<file path="src/gcr_pkg.sv">
// Shared types and constants of the GPIO controller register block.
package gcr_pkg;

  // Result fields travel at fixed widths whatever the pin count.
  localparam int FIELD_W       = 54;
  localparam int WORD_W        = 32;
  localparam int IDX_W         = 6;
  localparam int SEL_W         = 3;
  localparam int PINS_PER_WORD = 10;
  localparam int FSEL_WORDS    = 6;
  localparam int FSEL_IDX_W    = $clog2(FSEL_WORDS);

  localparam logic [SEL_W-1:0] SEL_OUTPUT = 3'd1;

  // Register word indices (byte offset / 4).
  localparam logic [IDX_W-1:0] W_FSEL = IDX_W'(8'h00 / 4);
  localparam logic [IDX_W-1:0] W_SET  = IDX_W'(8'h1C / 4);
  localparam logic [IDX_W-1:0] W_CLR  = IDX_W'(8'h28 / 4);
  localparam logic [IDX_W-1:0] W_LEV  = IDX_W'(8'h34 / 4);
  localparam logic [IDX_W-1:0] W_EDS  = IDX_W'(8'h40 / 4);
  localparam logic [IDX_W-1:0] W_REN  = IDX_W'(8'h4C / 4);
  localparam logic [IDX_W-1:0] W_FEN  = IDX_W'(8'h58 / 4);
  localparam logic [IDX_W-1:0] W_HEN  = IDX_W'(8'h64 / 4);
  localparam logic [IDX_W-1:0] W_LEN  = IDX_W'(8'h70 / 4);
  localparam logic [IDX_W-1:0] W_AREN = IDX_W'(8'h7C / 4);
  localparam logic [IDX_W-1:0] W_AFEN = IDX_W'(8'h88 / 4);
  localparam logic [IDX_W-1:0] W_FSEL_LAST = W_FSEL + IDX_W'(FSEL_WORDS - 1);

  typedef enum logic [1:0] {
    REQ_TICK  = 2'd0,
    REQ_READ  = 2'd1,
    REQ_WRITE = 2'd2
  } req_e;

  // Stream packing.
  localparam int IN_TDATA_W  = 96;
  localparam int IN_TUSER_W  = 2;
  localparam int OUT_TDATA_W = 144;

  localparam int IN_IDX_LO  = 0;
  localparam int IN_WDAT_LO = IN_IDX_LO + IDX_W;
  localparam int IN_PINS_LO = IN_WDAT_LO + WORD_W;

  localparam int OUT_RDAT_LO = 0;
  localparam int OUT_LVL_LO  = OUT_RDAT_LO + WORD_W;
  localparam int OUT_OE_LO   = OUT_LVL_LO + FIELD_W;
  localparam int OUT_EP_BIT  = OUT_OE_LO + FIELD_W;
  localparam int OUT_USED_W  = OUT_EP_BIT + 1;

endpackage

</file>
<file path="src/gpio_controller_registers.sv">
// GPIO controller register block: register map, output latch and event detect.
//
//  channel | dir | tdata fields (low bit up)                        | tuser
//  --------+-----+--------------------------------------------------+---------
//  s_axis  | in  | reg_index[5:0] write_data[37:6] pin_levels[91:38]| req_type
//  m_axis  | out | read_data[31:0] out_levels[85:32]                | -
//          |     | out_enable[139:86] event_pending[140]            |
//
// One request is taken every cycle while not stalled: decode, state update and
// result build sit between the state registers and a single result register.
// Each request yields one registered result, valid in the cycle after it is accepted.
// s_axis_tready_o is high while the result register is empty or being drained,
// so a stalled master side leaves one result waiting and holds s_axis off.
// rst_ni clears all pin state (function selects to input) and the result valid.
module gpio_controller_registers
  import gcr_pkg::*;
#(
  parameter int NUM_PINS = 54
) (
  input  logic                   clk_i,
  input  logic                   rst_ni,
  input  logic                   s_axis_tvalid_i,
  output logic                   s_axis_tready_o,
  // reg_index, write_data, pin_levels, zero pad
  input  logic [IN_TDATA_W-1:0]  s_axis_tdata_i,
  // req_type
  input  logic [IN_TUSER_W-1:0]  s_axis_tuser_i,
  output logic                   m_axis_tvalid_o,
  input  logic                   m_axis_tready_i,
  // read_data, out_levels, out_enable, event_pending, zero pad
  output logic [OUT_TDATA_W-1:0] m_axis_tdata_o
);

  typedef logic [FSEL_WORDS-1:0][PINS_PER_WORD-1:0][SEL_W-1:0] fsel_t;
  typedef logic [NUM_PINS-1:0] pins_t;

  // ---------------------------------------------------------------------------
  // Bank helpers: word 0 covers pins 0..31, word 1 pins 32..NUM_PINS-1.
  // ---------------------------------------------------------------------------
  function automatic pins_t spread(input logic hi, input logic [WORD_W-1:0] w);
    logic [63:0] s;
    s = hi ? {w, 32'b0} : {32'b0, w};
    return s[NUM_PINS-1:0];
  endfunction

  function automatic pins_t put(input pins_t v, input logic hi,
                                input logic [WORD_W-1:0] w);
    return (v & ~spread(hi, '1)) | spread(hi, w);
  endfunction

  function automatic logic [WORD_W-1:0] bank_get(input pins_t v, input logic hi);
    logic [63:0] v64;
    v64 = 64'(v);
    return hi ? v64[63:32] : v64[31:0];
  endfunction

  // ---------------------------------------------------------------------------
  // State
  // ---------------------------------------------------------------------------
  fsel_t fsel_q, fsel_d;
  pins_t latch_q, latch_d;
  pins_t eds_q, eds_d;
  pins_t ren_q, ren_d;
  pins_t fen_q, fen_d;
  pins_t hen_q, hen_d;
  pins_t len_q, len_d;
  pins_t aren_q, aren_d;
  pins_t afen_q, afen_d;
  pins_t prev_q, prev_d;

  logic                   out_valid_q;
  logic [OUT_TDATA_W-1:0] out_data_q, out_data_d;

  // Request fields
  logic                    s_acc;
  logic [IDX_W-1:0]        idx;
  logic [WORD_W-1:0]       wdata;
  pins_t                   cur;
  logic [WORD_W-1:0]       rdata;
  logic [63:0]             oe64;
  logic [63:0]             lvl64;
  pins_t                   rise;
  pins_t                   fall;

  assign s_axis_tready_o = !out_valid_q || m_axis_tready_i;
  assign s_acc           = s_axis_tvalid_i && s_axis_tready_o;

  assign idx   = s_axis_tdata_i[IN_IDX_LO +: IDX_W];
  assign wdata = s_axis_tdata_i[IN_WDAT_LO +: WORD_W];
  assign cur   = NUM_PINS'(64'(s_axis_tdata_i[IN_PINS_LO +: FIELD_W]));

  assign rise = cur & ~prev_q;
  assign fall = prev_q & ~cur;

  // ---------------------------------------------------------------------------
  // Decode and next state
  // ---------------------------------------------------------------------------
  always_comb begin
    fsel_d  = fsel_q;
    latch_d = latch_q;
    eds_d   = eds_q;
    ren_d   = ren_q;
    fen_d   = fen_q;
    hen_d   = hen_q;
    len_d   = len_q;
    aren_d  = aren_q;
    afen_d  = afen_q;
    prev_d  = prev_q;
    rdata   = '0;

    unique case (req_e'(s_axis_tuser_i))
      REQ_TICK: begin
        eds_d  = eds_q | ((ren_q | aren_q) & rise) | ((fen_q | afen_q) & fall)
               | (hen_q & cur) | (len_q & ~cur);
        prev_d = cur;
      end
      REQ_READ: begin
        unique case (idx) inside
          [W_FSEL:W_FSEL_LAST]:  rdata = WORD_W'(fsel_q[idx[FSEL_IDX_W-1:0]]);
          W_LEV,  W_LEV  + 1'b1: rdata = bank_get(prev_q, idx != W_LEV);
          W_EDS,  W_EDS  + 1'b1: rdata = bank_get(eds_q,  idx != W_EDS);
          W_REN,  W_REN  + 1'b1: rdata = bank_get(ren_q,  idx != W_REN);
          W_FEN,  W_FEN  + 1'b1: rdata = bank_get(fen_q,  idx != W_FEN);
          W_HEN,  W_HEN  + 1'b1: rdata = bank_get(hen_q,  idx != W_HEN);
          W_LEN,  W_LEN  + 1'b1: rdata = bank_get(len_q,  idx != W_LEN);
          W_AREN, W_AREN + 1'b1: rdata = bank_get(aren_q, idx != W_AREN);
          W_AFEN, W_AFEN + 1'b1: rdata = bank_get(afen_q, idx != W_AFEN);
          default:               rdata = '0;
        endcase
      end
      REQ_WRITE: begin
        unique case (idx) inside
          [W_FSEL:W_FSEL_LAST]: begin
            // Pins past the pin count keep their reset value (input).
            for (int w = 0; w < FSEL_WORDS; w++) begin
              for (int k = 0; k < PINS_PER_WORD; k++) begin
                if ((w * PINS_PER_WORD + k < NUM_PINS) &&
                    (idx[FSEL_IDX_W-1:0] == FSEL_IDX_W'(w))) begin
                  fsel_d[w][k] = wdata[k*SEL_W +: SEL_W];
                end
              end
            end
          end
          W_SET,  W_SET  + 1'b1: latch_d = latch_q | spread(idx != W_SET, wdata);
          W_CLR,  W_CLR  + 1'b1: latch_d = latch_q & ~spread(idx != W_CLR, wdata);
          W_EDS,  W_EDS  + 1'b1: eds_d   = eds_q & ~spread(idx != W_EDS, wdata);
          W_REN,  W_REN  + 1'b1: ren_d   = put(ren_q,  idx != W_REN,  wdata);
          W_FEN,  W_FEN  + 1'b1: fen_d   = put(fen_q,  idx != W_FEN,  wdata);
          W_HEN,  W_HEN  + 1'b1: hen_d   = put(hen_q,  idx != W_HEN,  wdata);
          W_LEN,  W_LEN  + 1'b1: len_d   = put(len_q,  idx != W_LEN,  wdata);
          W_AREN, W_AREN + 1'b1: aren_d  = put(aren_q, idx != W_AREN, wdata);
          W_AFEN, W_AFEN + 1'b1: afen_d  = put(afen_q, idx != W_AFEN, wdata);
          default: ;  // level, pull control, gaps: ignored
        endcase
      end
      default: ;  // unknown request type: no effect, read_data zero
    endcase
  end

  // ---------------------------------------------------------------------------
  // Result build: reflects the state after this request
  // ---------------------------------------------------------------------------
  always_comb begin
    oe64 = '0;
    for (int w = 0; w < FSEL_WORDS; w++) begin
      for (int k = 0; k < PINS_PER_WORD; k++) begin
        if (w * PINS_PER_WORD + k < NUM_PINS) begin
          oe64[w * PINS_PER_WORD + k] = (fsel_d[w][k] == SEL_OUTPUT);
        end
      end
    end
  end

  assign lvl64 = 64'(latch_d);

  always_comb begin
    out_data_d                           = '0;
    out_data_d[OUT_RDAT_LO +: WORD_W]    = rdata;
    out_data_d[OUT_LVL_LO  +: FIELD_W]   = lvl64[FIELD_W-1:0];
    out_data_d[OUT_OE_LO   +: FIELD_W]   = oe64[FIELD_W-1:0];
    out_data_d[OUT_EP_BIT]               = |eds_d;
  end

  // ---------------------------------------------------------------------------
  // Registers
  // ---------------------------------------------------------------------------
  always_ff @(posedge clk_i or negedge rst_ni) begin
    if (!rst_ni) begin
      fsel_q  <= '0;
      latch_q <= '0;
      eds_q   <= '0;
      ren_q   <= '0;
      fen_q   <= '0;
      hen_q   <= '0;
      len_q   <= '0;
      aren_q  <= '0;
      afen_q  <= '0;
      prev_q  <= '0;
    end else if (s_acc) begin
      fsel_q  <= fsel_d;
      latch_q <= latch_d;
      eds_q   <= eds_d;
      ren_q   <= ren_d;
      fen_q   <= fen_d;
      hen_q   <= hen_d;
      len_q   <= len_d;
      aren_q  <= aren_d;
      afen_q  <= afen_d;
      prev_q  <= prev_d;
    end
  end

  always_ff @(posedge clk_i or negedge rst_ni) begin
    if (!rst_ni) begin
      out_valid_q <= 1'b0;
    end else if (s_acc) begin
      out_valid_q <= 1'b1;
    end else if (m_axis_tready_i) begin
      out_valid_q <= 1'b0;
    end
  end

  always_ff @(posedge clk_i) begin
    if (s_acc) begin
      out_data_q <= out_data_d;
    end
  end

  assign m_axis_tvalid_o = out_valid_q;
  assign m_axis_tdata_o  = out_data_q;

  // ---------------------------------------------------------------------------
  // Assertions
  // ---------------------------------------------------------------------------
  a_result_follows : assert property (@(posedge clk_i) disable iff (!rst_ni)
    s_acc |=> out_valid_q)
    else $error("accepted request produced no result");

  a_pending_matches : assert property (@(posedge clk_i) disable iff (!rst_ni)
    s_acc |=> (out_data_q[OUT_EP_BIT] == (|eds_q)))
    else $error("event_pending disagrees with event status");

  a_levels_match : assert property (@(posedge clk_i) disable iff (!rst_ni)
    s_acc |=> (out_data_q[OUT_LVL_LO +: FIELD_W] == FIELD_W'(64'(latch_q))))
    else $error("out_levels disagrees with output latch");

  a_read_no_side_effect : assert property (@(posedge clk_i) disable iff (!rst_ni)
    (s_acc && (s_axis_tuser_i == REQ_READ)) |=>
      ($stable(latch_q) && $stable(eds_q) && $stable(fsel_q) && $stable(prev_q)))
    else $error("register read changed state");

  a_pad_zero : assert property (@(posedge clk_i) disable iff (!rst_ni)
    out_valid_q |-> (out_data_q[OUT_TDATA_W-1:OUT_USED_W] == '0))
    else $error("result pad bits not zero");

endmodule
</file>
<file path="config.mk">
export PLATFORM = sky130hd
export DESIGN_NAME = gpio_controller_registers
export DESIGN_NICKNAME = d
export VERILOG_FILES = /design/src/gcr_pkg.sv /design/src/gpio_controller_registers.sv
export SDC_FILE = /design/constraint.sdc
export NUM_CORES = 2
export LEC_CHECK = 0
export BUFFER_PORTS_ARGS = -buffer_cell sky130_fd_sc_hd__clkbuf_2
export CORE_UTILIZATION = 30
export CTS_BUF_LIST = sky130_fd_sc_hd__clkbuf_4
export DETAILED_ROUTE_END_ITERATION = 6
export GPL_TIMING_DRIVEN = 0
export SYNTH_ARGS = -nofsm -noshare
export SYNTH_HDL_FRONTEND = slang
export SYNTH_SLANG_ARGS = --single-unit
</file>
<file path="constraint.sdc">
create_clock -name clk_i -period 6.5 [get_ports clk_i]
set_clock_uncertainty 0.15 [all_clocks]
set_input_delay 0.325 -clock clk_i [delete_from_list [all_inputs] [get_ports clk_i]]
set_output_delay 0.325 -clock clk_i [all_outputs]
set_load 0.02 [all_outputs]
</file>
Word level (Yosys, flattened, before mapping)
Index checks and enable logic that the tools add are counted.
{ "totals": {"inputBits": 102, "output_inout_bits": 146, "elab_cells": 310, "ff_bits": 790} }
{ "classes": {"bitwise": 37, "muxes": 88, "n_eq_ne": 91, "reduce_logical": 25, "n_lt_le_gt_ge": 3} }
{ "ops": {"columns": ["op", "n"], "rows": [
  ["54-bit two-way mux", 17],
  ["54-bit bitwise AND", 14],
  ["54-bit OR", 13],
  ["54-bit inverter", 10],
  ["162-bit two-way mux", 2],
  ["32-bit one-hot mux with 9 select lines", 1],
  ["32-bit two-way mux", 8],
  ["54-bit one-hot mux with 2 select lines", 2],
  ["3-bit by 1-bit equality test with 1-bit output (second input constant)", 55],
  ["3-bit two-way mux", 54],
  ["30-bit binary-select mux with 3-bit select", 1],
  ["6-bit by 5-bit equality test with 1-bit output (second input constant)", 11],
  ["54-bit OR reduction", 1],
  ["6-bit by 5-bit inequality test with 1-bit output (second input constant)", 6],
  ["6-bit by 4-bit equality test with 1-bit output (second input constant)", 5],
  ["30-bit two-way mux", 1],
  ["2-bit OR reduction", 10],
  ["6-bit equality test (second input constant)", 3],
  ["3-bit AND reduction", 6],
  ["6-bit by 4-bit inequality test with 1-bit output (second input constant)", 2],
  ["3-bit by 2-bit equality test with 1-bit output (second input constant)", 2],
  ["3-bit equality test (second input constant)", 2],
  ["6-bit by 3-bit equality test with 1-bit output (second input constant)", 1],
  ["6-bit by 1-bit >= comparator with 1-bit output (second input constant)", 1],
  ["14 further kinds", 16]
]} }

Logic depth before layout (Yosys ltp)
{ "depth": {"depth_word": 9, "mapped_depth": 10, "mapped_depth_nobuf": 7} }

Worst setup path after synthesis
OpenSTA, ideal clock, no wires.
{ "synth_timing": {"kind": "reg-to-reg", "start": "register out_valid_q (netlist: m_axis_tvalid_o)", "end": "register eds_q[23]", "path_stages_with_launch": 6, "period_less_slack_ps": 5733, "slack_ps": 767, "setup_time_ps": 90, "path_buffers": 1, "t_arrival_ps": 5493, "required_ps": 6260, "cell_sequence": "dfrtp_1 -> nand2b_1 -> nand2_1 -> inv_2 -> clkbuf_1 -> a22o_1"} }
{ "synth_between": {"elab_chain_cells": 3} }
{ "synth_rtl": {"columns": ["item", "line_no", "source"], "rows": [
  ["start: declaration", "gpio_controller_registers.sv:71", "logic out_valid_q;"],
  ["start signal: assignment", "gpio_controller_registers.sv:215", "out_valid_q <= 1'b0;"],
  ["start signal: assignment", "gpio_controller_registers.sv:217", "out_valid_q <= 1'b1;"],
  ["start signal: assignment", "gpio_controller_registers.sv:219", "out_valid_q <= 1'b0;"],
  ["1-bit logical NOT", "gpio_controller_registers.sv:85", "assign s_axis_tready_o = !out_valid_q || m_axis_tready_i;"],
  ["1-bit logical OR", "gpio_controller_registers.sv:85", null],
  ["named net s_axis_tready_o", "gpio_controller_registers.sv:23", "output logic s_axis_tready_o,"],
  ["1-bit logical AND", "gpio_controller_registers.sv:86", "assign s_acc = s_axis_tvalid_i && s_axis_tready_o;"],
  ["named net s_acc", "gpio_controller_registers.sv:75", "logic s_acc;"],
  ["end signal: assignment", "gpio_controller_registers.sv:202", "eds_q <= eds_d;"],
  ["end: declaration", "gpio_controller_registers.sv:62", "pins_t eds_q, eds_d;"]
]} }
The timed path passes the listed nets, and every way through them passes these cells.
A chain may end at the register's enable or synchronous reset.

Worst setup path in the final report
{ "layout_timing": {"start": "input s_axis_tdata_i[4]", "end": "register latch_q[31]"} }
{ "layout_between": {"elab_chain_cells": 6} }
{ "layout_rtl": {"columns": ["item", "line_no", "source"], "rows": [
  ["start: declaration", "gpio_controller_registers.sv:25", "input logic [IN_TDATA_W-1:0] s_axis_tdata_i,"],
  ["6-bit by 4-bit inequality test with 1-bit output", "gpio_controller_registers.sv:145", "W_CLR, W_CLR + 1'b1: latch_d = latch_q & ~spread(idx != W_CLR, wdata);"],
  ["54-bit two-way mux", "gpio_controller_registers.sv:42", "s = hi ? {w, 32'b0} : {32'b0, w};"],
  ["54-bit inverter", "gpio_controller_registers.sv:145", null],
  ["54-bit bitwise AND", "gpio_controller_registers.sv:145", null],
  ["54-bit one-hot mux with 2 select lines *", "gpio_controller_registers.sv:132", "unique case (idx) inside"],
  ["54-bit two-way mux *", "gpio_controller_registers.sv:111", "unique case (req_e'(s_axis_tuser_i))"],
  ["end signal: assignment", "gpio_controller_registers.sv:201", "latch_q <= latch_d;"],
  ["end: declaration", "gpio_controller_registers.sv:61", "pins_t latch_q, latch_d;"]
]} }
Every way passes the cells marked *; elsewhere a longest branch is shown, timed or not.

==> results.txt <==
- Post-synthesis sequential area ratio: 53.4%
- Number of DRC markers in iteration 0: 4699
- Dividing the detail-routed via count by the number of cells gives 5.76.
* Max Used Layer: met5
- STA puts the critical path data required time at 7.46 ns.
- Counting every sink on the clock net gives 790.
- Gp weighted congestion: 1.07
- Overall die width: 360 µm
* Unrepaired setup endpoints after global routing: false
- Net count reported at finish: 4122
- Switching power: 3.50 mW
- Avg Synthesized Cell Area: 11.3 µm²
- Total congestion overflow: 0
- The detail route stage leaves a number of antenna-violating nets equal to 0.
* Worst setup path startpoint: s_axis_tdata_i[4]
- Starting density of the core: 30.4%
* Detailed Place HPWL: 120000 µm
* Violated checks: capacitance limit, slew limit
- In this run the tightest slew margin relative to its limit is -3.62%.
- The tightest min-delay check is of the in2reg type.
- Number of placement rows: 130
- Across the run, the number of max-cap violations was 2.
- The pre-antenna-repair detailed-routing pass consisted of 6 iterations.
- No sink is reached through more buffers than the 3 on the longest clock path.
* Count of buffers inserted at the top-level ports: 220
- Initial antenna violation count: 20
* Met2 Wirelength: 72500 µm
* Post-Route M1 WL: 66100 µm
- Yosys printed 0 warnings.
- Internal reg-to-reg setup slack: 2.55 ns
- Data arrival time at the worst-slack endpoint: 5.35 ns
* Number of global-route vias before repair: 32200
- Summing over every cut layer, the via total after detailed routing is 33700.
- The startpoint identified for the worst hold timing path is s_axis_tdata_i[84].
- Die H: 360 µm
- Summed over all cells, the static leakage comes to 20.6 nW.
- The clock network burns 39.5% of the power.
* Distinct cell type count of the synthesized netlist: 68
- Signed area change from the synthesized netlist to the final layout: 20.9%
- Cells with a size suffix above 1 make up 27.0% of the layout.
- Summed over all failing endpoints, the final setup total negative slack is 0 ns.
* Number of enable-type register cells in the synthesized netlist: 141
- Worst Setup End Kind: flip-flop
- Entering global routing, the biggest net connects 99 pins.
* Detailed-route wire length per cell: 28.8 µm
- Synthesis produced a netlist whose cell count is 3404.
* Combinational share of power: 12.1%
* Switching power as a share of total power: 29.8%
- Transition time at the pin with the least slew margin: 1.55 ns
- VDD sags by at most 187 µV.
* Commonest register cell after synthesis: sky130_fd_sc_hd__dfrtp_1
- Routed length on met3: 18800 µm
- Flip-flop and latch count after synthesis: 790
- Final setup violating endpoints: 0
- Cell area after synthesis: 38300 µm²
* Number of DRC violations after detailed routing: 0
* Post-route minimum period: 4.39 ns
- The run finished, with violations left.
* Std-Cell Core Area: 126000 µm²
- After clock tree synthesis, the clock-pin slew on the worst setup and hold paths is 0.08 ns.
- Excluding fillers, the count of instances in the completed layout stands at 5856.
* Clock Latency Late Sink: 1.21 ns
- Total clock buffers created by CTS: 207
* Worst slack at placement: 2.16 ns
* Area of the die: 129000 µm²
- Filler cells: 12700
- Clock tree from TritonCTS: built
- The tree is rooted in a sky130_fd_sc_hd__clkbuf_4.
- Hold is met by 0.118 ns.
* Overall fraction of global-route tracks in use: 25.4%
- Post-detailed-routing wire length: 169000 µm
* Highest clock frequency the design can meet: 228 MHz
- STA classifies the critical path startpoint as an input pin.
- Biggest fanout along the worst timing path: 10
- For this design the ratio of total power to cell area is 254 nW/µm².
- The number of gates resized after CTS was 0.
- Type of the worst setup path: in2reg
- The number of max-slew violations in the final report came to 10.
- Of all flip-flops after synthesis, the portion carrying an async set or reset was 82.2%.
* Instance count after placement with tap cells included: 5285
* Wire length of the first global-routing pass: 237000 µm
- Startpoint of the worst-slack reg-to-reg timing path: m_axis_tvalid_o
- Internal power: 8.25 mW
- 248 I/O pins were placed.
* Total number of H-tree levels: 4
- In this run the critical register-to-register path is captured at latch_q[21].
- After layout, the design draws a total of 11.8 mW.
* Timing endpoint of the critical path: latch_q[31]
- The final critical path takes up 67.5% of the cycle.
- Total count of hold-check failures in the final report: 0
- For the worst flop-to-flop path, the logic depth is 8.
* Seq pwr share: 48.4%
- Once routing completed, OpenROAD measured the worst setup slack at 2.11 ns.
-- Yosys cell counts, types with 11 or more instances --
library cell               count  area [µm²]
sky130_fd_sc_hd__a221oi_1     29         254
sky130_fd_sc_hd__edfxtp_1    141        4230
sky130_fd_sc_hd__a22oi_1      50         375
sky130_fd_sc_hd__mux4_2       16         360
sky130_fd_sc_hd__nand4_1      15        93.8
sky130_fd_sc_hd__nand3_1     112         561
sky130_fd_sc_hd__nor4_1       24         150
sky130_fd_sc_hd__buf_2        66         330
sky130_fd_sc_hd__mux2_1       93        1050
sky130_fd_sc_hd__mux2_2      432        4860
sky130_fd_sc_hd__o221ai_1     24         210
sky130_fd_sc_hd__o22ai_1      27         169
sky130_fd_sc_hd__o21bai_1     32         240
sky130_fd_sc_hd__a32oi_1      25         219
sky130_fd_sc_hd__nor2_1      214         803
sky130_fd_sc_hd__buf_1        11        41.3
sky130_fd_sc_hd__a21oi_1     180         901
sky130_fd_sc_hd__a22o_1       95         832
sky130_fd_sc_hd__a211oi_1     34         255
sky130_fd_sc_hd__inv_1        31         116
sky130_fd_sc_hd__clkbuf_1    212         796
sky130_fd_sc_hd__mux2i_1      99         991
sky130_fd_sc_hd__dfrtp_1     649       16200
sky130_fd_sc_hd__nor3_1       20         100
sky130_fd_sc_hd__a21o_1       23         173
sky130_fd_sc_hd__nor2b_1      43         269
sky130_fd_sc_hd__mux2_4       30         450
sky130_fd_sc_hd__o21ai_0     207        1040
sky130_fd_sc_hd__nand2_1     366        1370
sky130_fd_sc_hd__nand2b_1     14        87.6
-- worst max-delay path, cell delays in order --
cell	delay, ns
sky130_fd_sc_hd__dlygate4sd3_1	0.54
sky130_fd_sc_hd__clkbuf_2	0.16
sky130_fd_sc_hd__buf_6	0.15
sky130_fd_sc_hd__or4b_1	0.49
sky130_fd_sc_hd__dlygate4sd3_1	0.56
sky130_fd_sc_hd__buf_2	0.21
sky130_fd_sc_hd__or3b_1	0.43
sky130_fd_sc_hd__dlygate4sd3_1	0.61
sky130_fd_sc_hd__nor3_4	0.38
sky130_fd_sc_hd__nand2_1	0.11
sky130_fd_sc_hd__dlygate4sd3_1	0.58
sky130_fd_sc_hd__a22o_1	0.23
sky130_fd_sc_hd__dlygate4sd3_1	0.55
-- power by group through the flow --
stage                     clock network, mW  registers (mW)  logic [mW]
final                                  4.64            5.68        1.42
after global placement                    0            5.77        1.25
after floorplan                           0            5.73       0.671
after CTS                              4.70            5.66        1.39
after detailed placement                  0            5.76        1.29
after global routing                   4.95            5.71        1.49
-- what timing repair did --
action                    CTS  global route
hold buffers              176             0
buffers inserted            0             0
hold endpoints to repair  629             0
-- routing by layer --
layer  vias to the layer above  global-route usage (%)
li1                      13800                       -
met1                     16900                    32.7
met2                      2386                    37.5
met3                       567                    7.19
met4                         8                    15.6
met5                         -                       0
-- through the flow --
step	util, %	area (µm²)
6_report	36.7	46300
5_1_grt	36.7	46300
4_1_cts	36.7	46300
3_5_place_dp	33.1	41800
3_3_place_gp	32.9	41500
2_1_floorplan	-	38400
-- how the worst min path moves through the flow --
| stage | endpoint | slack, ns | cells past startpoint |
|---|---|---|---|
| 3_5_place_dp | latch_q[36] | 0.33 | 1 |
| 5_1_grt | m_axis_tdata_o[59] | 0.11 | 4 |
| 2_1_floorplan | asynchronous set/reset pin | -0.12 | 0 |
| 6_report | eds_q[46] | 0.12 | 4 |
| 4_1_cts | m_axis_tdata_o[59] | 0.02 | 4 |
| 3_3_place_gp | latch_q[14] | 0.33 | 1 |
-- cells by family after synthesis --
group,share of synthesized area (%)
buffers and inverters,3.60
flip-flops,53.4
multiplexers,20.1
other,0.00978
AND/OR/NAND/NOR,9.73
AO/OA/AOI/OAI,13.1
-- cell usage in the layout (no fill, tap or decap), drive strengths merged, types with 50 or more instances in the layout --
cell type,netlist,layout
mux2i,99,99
clkinv,0,76
nor2,218,218
dlygate4sd3,0,175
mux2,555,555
buf,87,97
clkbuf,212,730
a22oi,50,50
a22o,95,95
o21ai,209,209
dfrtp,649,649
edfxtp,141,141
a21oi,180,180
nand2,366,366
nand3,112,112
-- layout make-up --
class / instances / area [µm²] / share of cell area [%]
clock inverters: 87 / 524 / 1.13
diodes: 10 / 25.0 / 0.0540
flip-flops and latches: 790 / 20500 / 44.2
well taps: 1650 / 2060 / 4.45
inverters: 33 / 124 / 0.267
clock buffers: 298 / 2240 / 4.83
multi-input cells: 2284 / 16500 / 35.6
plain buffers: 299 / 1260 / 2.72
repair buffers: 405 / 3140 / 6.77
(Power assumes the default switching activity.)
